==> config.mk <==
export PLATFORM = sky130hd
export DESIGN_NAME = pid_regulator_filtered_derivative_core
export DESIGN_NICKNAME = d
export VERILOG_FILES = /design/src/sv/prfd_pkg.sv /design/src/sv/pid_regulator_filtered_derivative_core.sv /design/src/sv/prfd_sequencer.sv /design/src/sv/prfd_datapath.sv
export SDC_FILE = /design/constraint.sdc
export NUM_CORES = 2
export LEC_CHECK = 0
export ABC_AREA = 1
export BUFFER_PORTS_ARGS = -buffer_cell sky130_fd_sc_hd__buf_4
export CAP_MARGIN = 20
export CORE_MARGIN = 10
export CORE_UTILIZATION = 40
export DETAILED_ROUTE_END_ITERATION = 7
export GPL_TIMING_DRIVEN = 0
export PLACE_DENSITY = 0.56
export SYNTH_ARGS = -nofsm -noshare
export SYNTH_HDL_FRONTEND = slang
export SYNTH_SLANG_ARGS = --single-unit
==> constraint.sdc <==
create_clock -name clk_i -period 11.7 [get_ports clk_i]
set_clock_uncertainty 0.2 [all_clocks]
set_input_delay 2.34 -clock clk_i [delete_from_list [all_inputs] [get_ports clk_i]]
set_output_delay 2.34 -clock clk_i [all_outputs]
set_load 0.01 [all_outputs]
==> src/sv/prfd_pkg.sv <==
// Shared types, widths, microcode and arithmetic helpers of the PID regulator core.
// Used by prfd_sequencer, prfd_datapath and the top level; depends on nothing.
package prfd_pkg;

  localparam int unsigned SAMPLE_W   = 16;
  localparam int unsigned COEF_W     = 24;
  localparam int unsigned POLE_W     = 17;
  localparam int unsigned CTRL_W     = 24;
  localparam int unsigned ERR_W      = 17;
  localparam int unsigned TERM_W     = 48;
  localparam int unsigned OPA_W      = 49;
  localparam int unsigned ACC_W      = 68;
  localparam int unsigned FRAC_W     = 16;
  localparam int unsigned DIGIT_W    = 8;
  localparam int unsigned NUM_DIGITS = COEF_W / DIGIT_W;
  localparam int unsigned DCNT_W     = 2;
  localparam int unsigned PP_W       = OPA_W + DIGIT_W + 1;
  localparam int unsigned PC_W       = 4;
  localparam int unsigned CFG_ADDR_W = 3;

  localparam logic [DCNT_W-1:0] LAST_DIGIT = DCNT_W'(NUM_DIGITS - 1);

  // Reset values of the coefficient registers.
  localparam logic [COEF_W-1:0] GAIN_K_RST   = COEF_W'(65536);
  localparam logic [COEF_W-1:0] SP_WEIGHT_RST = COEF_W'(65536);
  localparam logic [COEF_W-1:0] INT_COEF_RST = COEF_W'(32768);
  localparam logic [POLE_W-1:0] POLE_RST     = POLE_W'(32768);
  localparam logic [COEF_W-1:0] D_GAIN_RST   = COEF_W'(32768);

  // Microprogram addresses that serve as jump targets.
  localparam logic [PC_W-1:0] PC_START  = PC_W'(0);
  localparam logic [PC_W-1:0] PC_MAC_B  = PC_W'(1);
  localparam logic [PC_W-1:0] PC_MAC_K  = PC_W'(4);
  localparam logic [PC_W-1:0] PC_MAC_KI = PC_W'(7);
  localparam logic [PC_W-1:0] PC_MAC_AD = PC_W'(9);
  localparam logic [PC_W-1:0] PC_MAC_BD = PC_W'(11);
  localparam logic [PC_W-1:0] PC_COMMIT = PC_W'(15);

  typedef enum logic [CFG_ADDR_W-1:0] {
    REG_ENABLE    = 3'd0,
    REG_GAIN_K    = 3'd1,
    REG_SP_WEIGHT = 3'd2,
    REG_INT_COEF  = 3'd3,
    REG_D_POLE    = 3'd4,
    REG_D_GAIN    = 3'd5
  } reg_idx_e;

  typedef enum logic [3:0] {
    ACC_NOP, ACC_CLR, ACC_MAC, ACC_SUBY, ACC_SHRSAT,
    ACC_LOADI, ACC_LOADP, ACC_ADDI, ACC_ADDD
  } acc_op_e;

  typedef enum logic [2:0] {
    OPA_HOLD, OPA_SETP, OPA_ACC, OPA_E, OPA_DY, OPA_PREVD
  } opa_src_e;

  typedef enum logic [2:0] {
    COEF_B, COEF_K, COEF_KI, COEF_AD, COEF_BD
  } coef_sel_e;

  typedef enum logic [2:0] {
    ST_NONE, ST_P, ST_I, ST_D, ST_COMMIT
  } store_sel_e;

  typedef enum logic [1:0] {
    JMP_NONE, JMP_IF_DIS, JMP_LOOP, JMP_END
  } jmp_e;

  typedef struct packed {
    acc_op_e          acc_op;
    opa_src_e         opa_src;
    coef_sel_e        coef_sel;
    store_sel_e       store;
    jmp_e             jmp;
    logic [PC_W-1:0]  target;
  } uword_t;

  typedef struct packed {
    logic              go;
    logic [DCNT_W-1:0] digit;
    uword_t            word;
  } seq_ctrl_t;

  typedef struct packed {
    logic              enable;
    logic [COEF_W-1:0] k;
    logic [COEF_W-1:0] b;
    logic [COEF_W-1:0] ki;
    logic [POLE_W-1:0] ad;
    logic [COEF_W-1:0] bd;
  } coef_t;

  function automatic uword_t mk(input acc_op_e a, input opa_src_e o, input coef_sel_e c,
                                input store_sel_e s, input jmp_e j,
                                input logic [PC_W-1:0] t);
    uword_t w;
    w.acc_op   = a;
    w.opa_src  = o;
    w.coef_sel = c;
    w.store    = s;
    w.jmp      = j;
    w.target   = t;
    return w;
  endfunction

  // Control store. Each multiply step repeats once per coefficient byte.
  function automatic uword_t ucode(input logic [PC_W-1:0] pc);
    uword_t w;
    w = mk(ACC_NOP, OPA_HOLD, COEF_B, ST_NONE, JMP_NONE, PC_START);
    case (pc)
      4'd0:  w = mk(ACC_CLR,    OPA_SETP,  COEF_B,  ST_NONE,   JMP_IF_DIS, PC_COMMIT);
      4'd1:  w = mk(ACC_MAC,    OPA_HOLD,  COEF_B,  ST_NONE,   JMP_LOOP,   PC_MAC_B);
      4'd2:  w = mk(ACC_SUBY,   OPA_HOLD,  COEF_B,  ST_NONE,   JMP_NONE,   PC_START);
      4'd3:  w = mk(ACC_CLR,    OPA_ACC,   COEF_B,  ST_NONE,   JMP_NONE,   PC_START);
      4'd4:  w = mk(ACC_MAC,    OPA_HOLD,  COEF_K,  ST_NONE,   JMP_LOOP,   PC_MAC_K);
      4'd5:  w = mk(ACC_SHRSAT, OPA_HOLD,  COEF_B,  ST_NONE,   JMP_NONE,   PC_START);
      4'd6:  w = mk(ACC_LOADI,  OPA_E,     COEF_B,  ST_P,      JMP_NONE,   PC_START);
      4'd7:  w = mk(ACC_MAC,    OPA_HOLD,  COEF_KI, ST_NONE,   JMP_LOOP,   PC_MAC_KI);
      4'd8:  w = mk(ACC_CLR,    OPA_PREVD, COEF_B,  ST_I,      JMP_NONE,   PC_START);
      4'd9:  w = mk(ACC_MAC,    OPA_HOLD,  COEF_AD, ST_NONE,   JMP_LOOP,   PC_MAC_AD);
      4'd10: w = mk(ACC_SHRSAT, OPA_DY,    COEF_B,  ST_NONE,   JMP_NONE,   PC_START);
      4'd11: w = mk(ACC_MAC,    OPA_HOLD,  COEF_BD, ST_NONE,   JMP_LOOP,   PC_MAC_BD);
      4'd12: w = mk(ACC_LOADP,  OPA_HOLD,  COEF_B,  ST_D,      JMP_NONE,   PC_START);
      4'd13: w = mk(ACC_ADDI,   OPA_HOLD,  COEF_B,  ST_NONE,   JMP_NONE,   PC_START);
      4'd14: w = mk(ACC_ADDD,   OPA_HOLD,  COEF_B,  ST_NONE,   JMP_NONE,   PC_START);
      4'd15: w = mk(ACC_NOP,    OPA_HOLD,  COEF_B,  ST_COMMIT, JMP_END,    PC_START);
      default: w = mk(ACC_NOP, OPA_HOLD, COEF_B, ST_NONE, JMP_END, PC_START);
    endcase
    return w;
  endfunction

  function automatic logic signed [ACC_W-1:0] ext_term(input logic signed [TERM_W-1:0] v);
    return {{(ACC_W-TERM_W){v[TERM_W-1]}}, v};
  endfunction

  function automatic logic signed [ACC_W-1:0] ext_sample(
      input logic signed [SAMPLE_W-1:0] v);
    return {{(ACC_W-SAMPLE_W){v[SAMPLE_W-1]}}, v};
  endfunction

  // Clamp to the signed 48-bit term range.
  function automatic logic signed [TERM_W-1:0] sat48(input logic signed [ACC_W-1:0] v);
    logic [ACC_W-TERM_W:0] top;
    top = v[ACC_W-1:TERM_W-1];
    if ((&top) || !(|top)) begin
      return v[TERM_W-1:0];
    end
    return v[ACC_W-1] ? {1'b1, {(TERM_W-1){1'b0}}} : {1'b0, {(TERM_W-1){1'b1}}};
  endfunction

  // Round half up to an integer, then clamp to the 24-bit control range.
  function automatic logic signed [CTRL_W-1:0] round_ctrl(input logic signed [ACC_W-1:0] v);
    logic signed [ACC_W-1:0] t;
    logic [ACC_W-CTRL_W:0]   top;
    t   = (v + ACC_W'(32768)) >>> FRAC_W;
    top = t[ACC_W-1:CTRL_W-1];
    if ((&top) || !(|top)) begin
      return t[CTRL_W-1:0];
    end
    return t[ACC_W-1] ? {1'b1, {(CTRL_W-1){1'b0}}} : {1'b0, {(CTRL_W-1){1'b1}}};
  endfunction

endpackage

==> src/sv/pid_regulator_filtered_derivative_core.sv <==
// Top level of the PID regulator with filtered derivative: configuration registers
// and handshakes. Instantiates prfd_sequencer and prfd_datapath; uses prfd_pkg.
//
// Usage: the input channel carries one sample (setpoint, measurement) per request;
// the output channel returns the control value and the error for that sample.
// Both channels use valid/stall: a request moves on an edge with valid high and
// stall low. Coefficients are written through cfg_we_i/cfg_addr_i/cfg_wdata_i
// while no sample is in flight; unknown indexes are ignored.
// With enable set, the result is valid once the whole microprogram has run for the
// accepted input; with enable clear, the first step jumps to the final one, giving
// zero outputs with the state held. One sample is processed at a time, and the next
// is taken only once the last has loaded its result. The single 49x8-bit multiplier
// steps through the three bytes of each of the five coefficient products.
// The input is accepted again the cycle after the result is loaded, even while
// that result waits; a stalled receiver holds the result and the next sample
// waits in its final step until the output register frees.
// Reset clears the regulator state to zero, clears enable and loads the
// default coefficients.
module pid_regulator_filtered_derivative_core (
  input  logic                                   clk_i,
  input  logic                                   rst_ni,
  input  logic                                   cfg_we_i,
  input  logic [prfd_pkg::CFG_ADDR_W-1:0]        cfg_addr_i,
  input  logic [prfd_pkg::COEF_W-1:0]            cfg_wdata_i,
  input  logic                                   in_valid_i,
  output logic                                   in_stall_o,
  input  logic signed [prfd_pkg::SAMPLE_W-1:0]   setpoint_i,
  input  logic signed [prfd_pkg::SAMPLE_W-1:0]   measurement_i,
  output logic                                   out_valid_o,
  input  logic                                   out_stall_i,
  output logic signed [prfd_pkg::CTRL_W-1:0]     control_o,
  output logic signed [prfd_pkg::ERR_W-1:0]      error_o
);

  prfd_pkg::coef_t     coef_q;
  prfd_pkg::seq_ctrl_t ctrl;
  logic                busy;
  logic                start;
  logic                out_valid;
  logic                out_free;

  always_ff @(posedge clk_i or negedge rst_ni) begin
    if (!rst_ni) begin
      coef_q.enable <= 1'b0;
      coef_q.k      <= prfd_pkg::GAIN_K_RST;
      coef_q.b      <= prfd_pkg::SP_WEIGHT_RST;
      coef_q.ki     <= prfd_pkg::INT_COEF_RST;
      coef_q.ad     <= prfd_pkg::POLE_RST;
      coef_q.bd     <= prfd_pkg::D_GAIN_RST;
    end else if (cfg_we_i) begin
      case (prfd_pkg::reg_idx_e'(cfg_addr_i))
        prfd_pkg::REG_ENABLE:    coef_q.enable <= cfg_wdata_i[0];
        prfd_pkg::REG_GAIN_K:    coef_q.k      <= cfg_wdata_i;
        prfd_pkg::REG_SP_WEIGHT: coef_q.b      <= cfg_wdata_i;
        prfd_pkg::REG_INT_COEF:  coef_q.ki     <= cfg_wdata_i;
        prfd_pkg::REG_D_POLE:    coef_q.ad     <= cfg_wdata_i[prfd_pkg::POLE_W-1:0];
        prfd_pkg::REG_D_GAIN:    coef_q.bd     <= cfg_wdata_i;
        default: ;
      endcase
    end
  end

  assign start    = in_valid_i && !busy;
  assign out_free = !out_valid || !out_stall_i;

  prfd_sequencer u_seq (
    .clk_i      (clk_i),
    .rst_ni     (rst_ni),
    .start_i    (start),
    .enable_i   (coef_q.enable),
    .out_free_i (out_free),
    .ctrl_o     (ctrl),
    .busy_o     (busy)
  );

  prfd_datapath u_dp (
    .clk_i         (clk_i),
    .rst_ni        (rst_ni),
    .ctrl_i        (ctrl),
    .coef_i        (coef_q),
    .start_i       (start),
    .setpoint_i    (setpoint_i),
    .measurement_i (measurement_i),
    .out_stall_i   (out_stall_i),
    .out_valid_o   (out_valid),
    .control_o     (control_o),
    .error_o       (error_o)
  );

  assign in_stall_o  = busy;
  assign out_valid_o = out_valid;

endmodule

==> src/sv/prfd_sequencer.sv <==
// Microcode sequencer: step counter, coefficient byte counter and jump logic.
// Reads the control store in prfd_pkg and drives prfd_datapath.
module prfd_sequencer (
  input  logic                  clk_i,
  input  logic                  rst_ni,
  input  logic                  start_i,
  input  logic                  enable_i,
  input  logic                  out_free_i,
  output prfd_pkg::seq_ctrl_t   ctrl_o,
  output logic                  busy_o
);

  logic                          busy_q, busy_d;
  logic [prfd_pkg::PC_W-1:0]     pc_q, pc_d;
  logic [prfd_pkg::DCNT_W-1:0]   digit_q, digit_d;
  prfd_pkg::uword_t              word;
  logic                          go;

  assign word = prfd_pkg::ucode(pc_q);
  // The final step waits until the output register can take the result.
  assign go   = busy_q && ((word.jmp != prfd_pkg::JMP_END) || out_free_i);

  always_comb begin
    busy_d  = busy_q;
    pc_d    = pc_q;
    digit_d = digit_q;
    if (!busy_q) begin
      if (start_i) begin
        busy_d  = 1'b1;
        pc_d    = prfd_pkg::PC_START;
        digit_d = '0;
      end
    end else if (go) begin
      case (word.jmp)
        prfd_pkg::JMP_NONE: pc_d = pc_q + prfd_pkg::PC_W'(1);
        prfd_pkg::JMP_IF_DIS: pc_d = enable_i ? pc_q + prfd_pkg::PC_W'(1) : word.target;
        prfd_pkg::JMP_LOOP: begin
          if (digit_q != prfd_pkg::LAST_DIGIT) begin
            digit_d = digit_q + prfd_pkg::DCNT_W'(1);
            pc_d    = word.target;
          end else begin
            digit_d = '0;
            pc_d    = pc_q + prfd_pkg::PC_W'(1);
          end
        end
        prfd_pkg::JMP_END: begin
          busy_d = 1'b0;
          pc_d   = prfd_pkg::PC_START;
        end
        default: busy_d = 1'b0;
      endcase
    end
  end

  always_ff @(posedge clk_i or negedge rst_ni) begin
    if (!rst_ni) begin
      busy_q  <= 1'b0;
      pc_q    <= prfd_pkg::PC_START;
      digit_q <= '0;
    end else begin
      busy_q  <= busy_d;
      pc_q    <= pc_d;
      digit_q <= digit_d;
    end
  end

  assign ctrl_o.go    = go;
  assign ctrl_o.digit = digit_q;
  assign ctrl_o.word  = word;
  assign busy_o       = busy_q;

endmodule

==> src/sv/prfd_datapath.sv <==
// Datapath of the PID regulator: byte-serial multiply-accumulate, term and state
// registers, and the output register. Controlled by prfd_sequencer; uses prfd_pkg.
module prfd_datapath (
  input  logic                                   clk_i,
  input  logic                                   rst_ni,
  input  prfd_pkg::seq_ctrl_t                    ctrl_i,
  input  prfd_pkg::coef_t                        coef_i,
  input  logic                                   start_i,
  input  logic signed [prfd_pkg::SAMPLE_W-1:0]   setpoint_i,
  input  logic signed [prfd_pkg::SAMPLE_W-1:0]   measurement_i,
  input  logic                                   out_stall_i,
  output logic                                   out_valid_o,
  output logic signed [prfd_pkg::CTRL_W-1:0]     control_o,
  output logic signed [prfd_pkg::ERR_W-1:0]      error_o
);

  logic signed [prfd_pkg::SAMPLE_W-1:0] w_q, y_q, prev_y_q;
  logic signed [prfd_pkg::OPA_W-1:0]    opa_q, opa_d;
  logic signed [prfd_pkg::ACC_W-1:0]    acc_q, acc_d;
  logic signed [prfd_pkg::TERM_W-1:0]   p_q, i_q, d_q, isum_q, prevd_q;
  logic                                 out_valid_q;
  logic signed [prfd_pkg::CTRL_W-1:0]   control_q;
  logic signed [prfd_pkg::ERR_W-1:0]    error_q;

  logic signed [prfd_pkg::ERR_W-1:0]    err;
  logic signed [prfd_pkg::ERR_W-1:0]    dy_neg;
  logic [prfd_pkg::COEF_W-1:0]          coef;
  logic [prfd_pkg::DIGIT_W-1:0]         digit;
  logic signed [prfd_pkg::PP_W-1:0]     pp;
  logic signed [prfd_pkg::ACC_W-1:0]    pp_ext, pp_shift;
  logic                                 commit;

  assign err    = $signed({w_q[prfd_pkg::SAMPLE_W-1], w_q})
                - $signed({prev_y_q[prfd_pkg::SAMPLE_W-1], prev_y_q});
  assign dy_neg = $signed({prev_y_q[prfd_pkg::SAMPLE_W-1], prev_y_q})
                - $signed({y_q[prfd_pkg::SAMPLE_W-1], y_q});

  always_comb begin
    case (ctrl_i.word.coef_sel)
      prfd_pkg::COEF_B:  coef = coef_i.b;
      prfd_pkg::COEF_K:  coef = coef_i.k;
      prfd_pkg::COEF_KI: coef = coef_i.ki;
      prfd_pkg::COEF_AD: coef = {{(prfd_pkg::COEF_W-prfd_pkg::POLE_W){1'b0}}, coef_i.ad};
      prfd_pkg::COEF_BD: coef = coef_i.bd;
      default:           coef = '0;
    endcase
  end

  // One coefficient byte per cycle, least significant byte first.
  always_comb begin
    case (ctrl_i.digit)
      2'd0:    digit = coef[prfd_pkg::DIGIT_W-1:0];
      2'd1:    digit = coef[2*prfd_pkg::DIGIT_W-1:prfd_pkg::DIGIT_W];
      default: digit = coef[3*prfd_pkg::DIGIT_W-1:2*prfd_pkg::DIGIT_W];
    endcase
  end

  assign pp     = opa_q * $signed({1'b0, digit});
  assign pp_ext = {{(prfd_pkg::ACC_W-prfd_pkg::PP_W){pp[prfd_pkg::PP_W-1]}}, pp};

  always_comb begin
    case (ctrl_i.digit)
      2'd0:    pp_shift = pp_ext;
      2'd1:    pp_shift = pp_ext <<< prfd_pkg::DIGIT_W;
      default: pp_shift = pp_ext <<< (2 * prfd_pkg::DIGIT_W);
    endcase
  end

  always_comb begin
    acc_d = acc_q;
    case (ctrl_i.word.acc_op)
      prfd_pkg::ACC_NOP:    acc_d = acc_q;
      prfd_pkg::ACC_CLR:    acc_d = '0;
      prfd_pkg::ACC_MAC:    acc_d = acc_q + pp_shift;
      prfd_pkg::ACC_SUBY:
        acc_d = acc_q - (prfd_pkg::ext_sample(y_q) <<< prfd_pkg::FRAC_W);
      prfd_pkg::ACC_SHRSAT:
        acc_d = prfd_pkg::ext_term(prfd_pkg::sat48(acc_q >>> prfd_pkg::FRAC_W));
      prfd_pkg::ACC_LOADI:  acc_d = prfd_pkg::ext_term(isum_q);
      prfd_pkg::ACC_LOADP:  acc_d = prfd_pkg::ext_term(p_q);
      prfd_pkg::ACC_ADDI:   acc_d = acc_q + prfd_pkg::ext_term(i_q);
      prfd_pkg::ACC_ADDD:   acc_d = acc_q + prfd_pkg::ext_term(d_q);
      default:              acc_d = acc_q;
    endcase
  end

  always_comb begin
    opa_d = opa_q;
    case (ctrl_i.word.opa_src)
      prfd_pkg::OPA_HOLD:  opa_d = opa_q;
      prfd_pkg::OPA_SETP:
        opa_d = {{(prfd_pkg::OPA_W-prfd_pkg::SAMPLE_W){w_q[prfd_pkg::SAMPLE_W-1]}}, w_q};
      prfd_pkg::OPA_ACC:   opa_d = acc_q[prfd_pkg::OPA_W-1:0];
      prfd_pkg::OPA_E:
        opa_d = {{(prfd_pkg::OPA_W-prfd_pkg::ERR_W){err[prfd_pkg::ERR_W-1]}}, err};
      prfd_pkg::OPA_DY:
        opa_d = {{(prfd_pkg::OPA_W-prfd_pkg::ERR_W){dy_neg[prfd_pkg::ERR_W-1]}}, dy_neg};
      prfd_pkg::OPA_PREVD:
        opa_d = {{(prfd_pkg::OPA_W-prfd_pkg::TERM_W){prevd_q[prfd_pkg::TERM_W-1]}}, prevd_q};
      default:             opa_d = opa_q;
    endcase
  end

  assign commit = ctrl_i.go && (ctrl_i.word.store == prfd_pkg::ST_COMMIT);

  // Working registers and result payload; no reset needed.
  always_ff @(posedge clk_i) begin
    if (start_i) begin
      w_q <= setpoint_i;
      y_q <= measurement_i;
    end
    if (ctrl_i.go) begin
      acc_q <= acc_d;
      opa_q <= opa_d;
      case (ctrl_i.word.store)
        prfd_pkg::ST_P: p_q <= prfd_pkg::sat48(acc_q);
        prfd_pkg::ST_I: i_q <= prfd_pkg::sat48(acc_q);
        prfd_pkg::ST_D: d_q <= prfd_pkg::sat48(acc_q);
        default: ;
      endcase
    end
    if (commit) begin
      if (coef_i.enable) begin
        control_q <= prfd_pkg::round_ctrl(acc_q);
        error_q   <= err;
      end else begin
        control_q <= '0;
        error_q   <= '0;
      end
    end
  end

  // Regulator state and output valid.
  always_ff @(posedge clk_i or negedge rst_ni) begin
    if (!rst_ni) begin
      prev_y_q    <= '0;
      isum_q      <= '0;
      prevd_q     <= '0;
      out_valid_q <= 1'b0;
    end else begin
      if (commit) begin
        out_valid_q <= 1'b1;
        if (coef_i.enable) begin
          prev_y_q <= y_q;
          isum_q   <= i_q;
          prevd_q  <= d_q;
        end
      end else if (out_valid_q && !out_stall_i) begin
        out_valid_q <= 1'b0;
      end
    end
  end

  assign out_valid_o = out_valid_q;
  assign control_o   = control_q;
  assign error_o     = error_q;

endmodule

==> results.py <==
metrics = {
    "status": {
        "outcome": "complete, no violations",
    },
    "worst_setup_path": {
        "critical_path.slowest_cell": "fa_1",
        "crit_required_ns": 11.87,
        "critPathMostFrequentCell": "nand2_1",
        "critical_path.top_delay_family": "adder cells",
        "timing.critical_path.from_type": "flip-flop",
        "crit_buf_inv": 7,
        "worst-path-max-fanout": 10,
        "timing.critical_path.slowest_cell_delay_ns": 0.61,
        "worstPathArrival_ns": 11.59,
        "critPathKind": "reg2reg",
        "endpoint_kind": "flip-flop",
    },
    "synthesis": {
        "yosys-mux-area-fraction_pct": 0.355,
        "netlist-cell-type-count": 75,
        "synthAdderAreaFrac_pct": 18.9,
        "synth-xor-area-share_pct": 2.31,
        "synth_top_cell_by_area": "edfxtp_1",
        "synth_largest_type_area_fraction_pct": 19.7,
        "synth.area.top_cells": "edfxtp_1, fa_1, dfrtp_1",
        "synth_area_sq_um": 50800,
        "syn_inst": 6663,
        "synth_compound_gate_area_share_pct": 14.3,
        "yosys_most_used_dff": "edfxtp_1",
        "post_synth_and_or_nand_nor_area_fraction_pct": 22.9,
        "ys_seq_elements": 568,
        "postSynth.asyncResetShare_pct": 41.2,
        "post_synth_edffs": 334,
        "combinational_family_with_the_most_area_after_synthesis": "simple AND/OR/NAND/NOR gates",
        "yosys_warnings": 0,
        "ys_seq_area_share_pct": 31.3,
        "syn-mean-instance-area_sq_um": 7.62,
        "synth_fp_nets": 7310,
    },
    "grt": {
        "grt_max_degree": 116,
        "vias_in_the_first_global_route": 47200,
        "antenna_found_initial": 9,
        "grtUsageTotal_pct": 30.7,
        "grt_pass1_wl_mm": 320,
        "grt_overflow": 0,
    },
    "detailed_routing": {
        "route.vias.total": 48400,
        "wire_per_inst_um": 25.9,
        "first_pass_iters": 8,
        "ant_nets": 0,
        "remaining_drc_errors": 0,
        "wirelength_mm": 222,
        "detail_route.vias_per_cell": 5.64,
        "dr.first_iter.drc_count": 5440,
    },
    "final_layout": {
        "number_of_nets_in_the_layout": 7517,
        "fraction_of_layout_instances_using_a_drive_strength_above_1_pct": 7.39,
        "flow.area_growth_from_synthesis_pct": 11.4,
        "final_area_sq_um": 56600,
    },
    "clocking": {
        "path_clk_slew_ns": 0.06,
        "root_buffer": "clkbuf_16",
        "worstSkewPairLatency_ns": 0.68,
        "tritoncts_num_sinks": 568,
        "clock_buffer_count_from_cts": 67,
        "tritoncts_clock_tree": "yes",
        "htree_depth": 3,
        "cts_buffer_depth": 3,
        "cts.hold.buffers_added": 0,
    },
    "sta": {
        "fin_ws_ns": 0.280,
        "slew_headroom_pct": 19.6,
        "worstMarginPinSlew_ns": 1.19,
        "total_negative_slack_ns": 0,
        "fin_crit_sh_pct": 97.6,
        "setup_viol": 0,
        "max_clock_freq_mhz": 87.6,
        "post_layout_min_period_ns": 11.42,
        "final_hold_viol_count": 0,
        "maxSlewViolCount": 0,
    },
    "floorplanning": {
        "chipHeight_um": 376,
        "die_w_um": 376,
        "design.die.area_sq_um": 142000,
        "core-area_sq_um": 126000,
        "starting_density_of_the_core_pct": 40.3,
        "placementRows": 130,
        "pin_count": 107,
    },
    "placement": {
        "dp_hpwl_mm": 186,
        "final_weighted_congestion_in_routability_driven_placement": 1.04,
        "placedInstanceArea_sq_um": 54100,
        "total_of_buffers_placed_on_input_and_output_ports": 106,
        "pre_cts_slack_ns": -0.926,
    },
    "flow_run": {
        "timing.max_cap.violations": 0,
    },
    "hold_path": {
        "holdCritPathClass": "reg2reg",
    },
}
## cells in the final DEF (no fill, tap or decap), types with 52 or more instances in the layout
cell type / instances
clkbuf_1: 135
dfrtp_1: 229
nand3_1: 268
nor3_1: 54
ha_1: 278
edfxtp_1: 334
xor2_1: 90
inv_1: 1087
fa_1: 304
buf_4: 119
a21oi_1: 402
buf_2: 52
clkbuf_16: 68
nand4_1: 102
o21ai_0: 497
nor2_1: 725
nand2_1: 1494
## synthesized netlist by cell type (all sizes together) (71+ instances only)
master,count
nand2,1533
inv,1103
nor2,743
o21ai,508
a21oi,428
edfxtp,334
fa,304
ha,279
nand3,275
dfrtp,229
clkbuf,120
nand4,102
xor2,98
buf,76
nor3,71
## tightest hold or removal path, stage by stage (launching register included)
cell and delay (ns):
dfrtp_1 0.34, nand2_1 0.05, o21ai_0 0.06
## final cells by class
class	count	area [sq um]
tap	1650	2060
multi-input combinational	4788	30100
sequential	568	15900
clock buffer	96	1910
inverter	1111	4200
fill	13100	69300
timing repair buffer	139	1230
buffer	195	893
antenna	2	5.00
clock inverter	27	277
## through the flow
step / hold WS, ns / instances / util [%]
4_1_cts: 0.287 / 8570 / 44.8
3_5_place_dp: 0.273 / 8447 / 43.0
2_1_floorplan: 0.253 / 6663 / -
5_1_grt: 0.303 / 8574 / 44.9
6_report: 0.284 / 8576 / 44.9
3_3_place_gp: 0.266 / 8419 / 42.6
## cell families after synthesis
family,Yosys count
and+or+nand+nor,2801
buffers and inverters,1307
AOI/OAI and AO/OA,1255
adders and majority gates,583
DFF,568
xor gates and xnor gates,133
muxes,16
## flip-flops by register name, summed over array words and instances, names as in the netlist, 17 cells and up
register	flops
u_dp.error_o	17
u_dp.control_o	24
u_dp.acc_q	68
coef_q	114
u_dp.p_q	48
u_dp.prevd_q	48
u_dp.opa_q	49
u_dp.i_q	48
u_dp.d_q	48
u_dp.isum_q	48
## per-layer routing
layer | global-route usage [%] | routed length [um] | vias up
met4 | 11.5 | 10000 | 12
li1 | - | - | 22200
met3 | 7.28 | 21100 | 432
met5 | 0 | 79 | -
met1 | 40.7 | 92400 | 23600
met2 | 48.4 | 98300 | 2145
## final timing paths
kind / start / to / slack [ns] / cells after the start
max in group asynchronous: rst_ni / coef_q[74]$_DFFE_PN0P_ / 8.99 / 2
worst min register to register: coef_q[101]$_DFFE_PN0P_ / coef_q[101]$_DFFE_PN0P_ / 0.28 / 2
min in group asynchronous: rst_ni / u_dp.prev_y_q[7]$_DFFE_PN0P_ / 1.34 / 1
worst max register to register: u_seq.pc_q[0]$_DFFE_PN0P_ / u_dp.acc_q[49]$_DFFE_PP_ / 0.28 / 44
worst max-delay path: u_seq.pc_q[0]$_DFFE_PN0P_ / u_dp.acc_q[49]$_DFFE_PP_ / 0.28 / 44
worst min-delay path: coef_q[101]$_DFFE_PN0P_ / coef_q[101]$_DFFE_PN0P_ / 0.28 / 2
## timing repair
item,CTS,global route
gates resized for setup,29,45
setup buffers,0,5
pin swaps,0,7
setup endpoints to repair,36,32
gates cloned,0,0
Power is left out: the tool's default activity adds up to more than one toggle a clock period on the data nets, which glitch-free logic cannot reach.
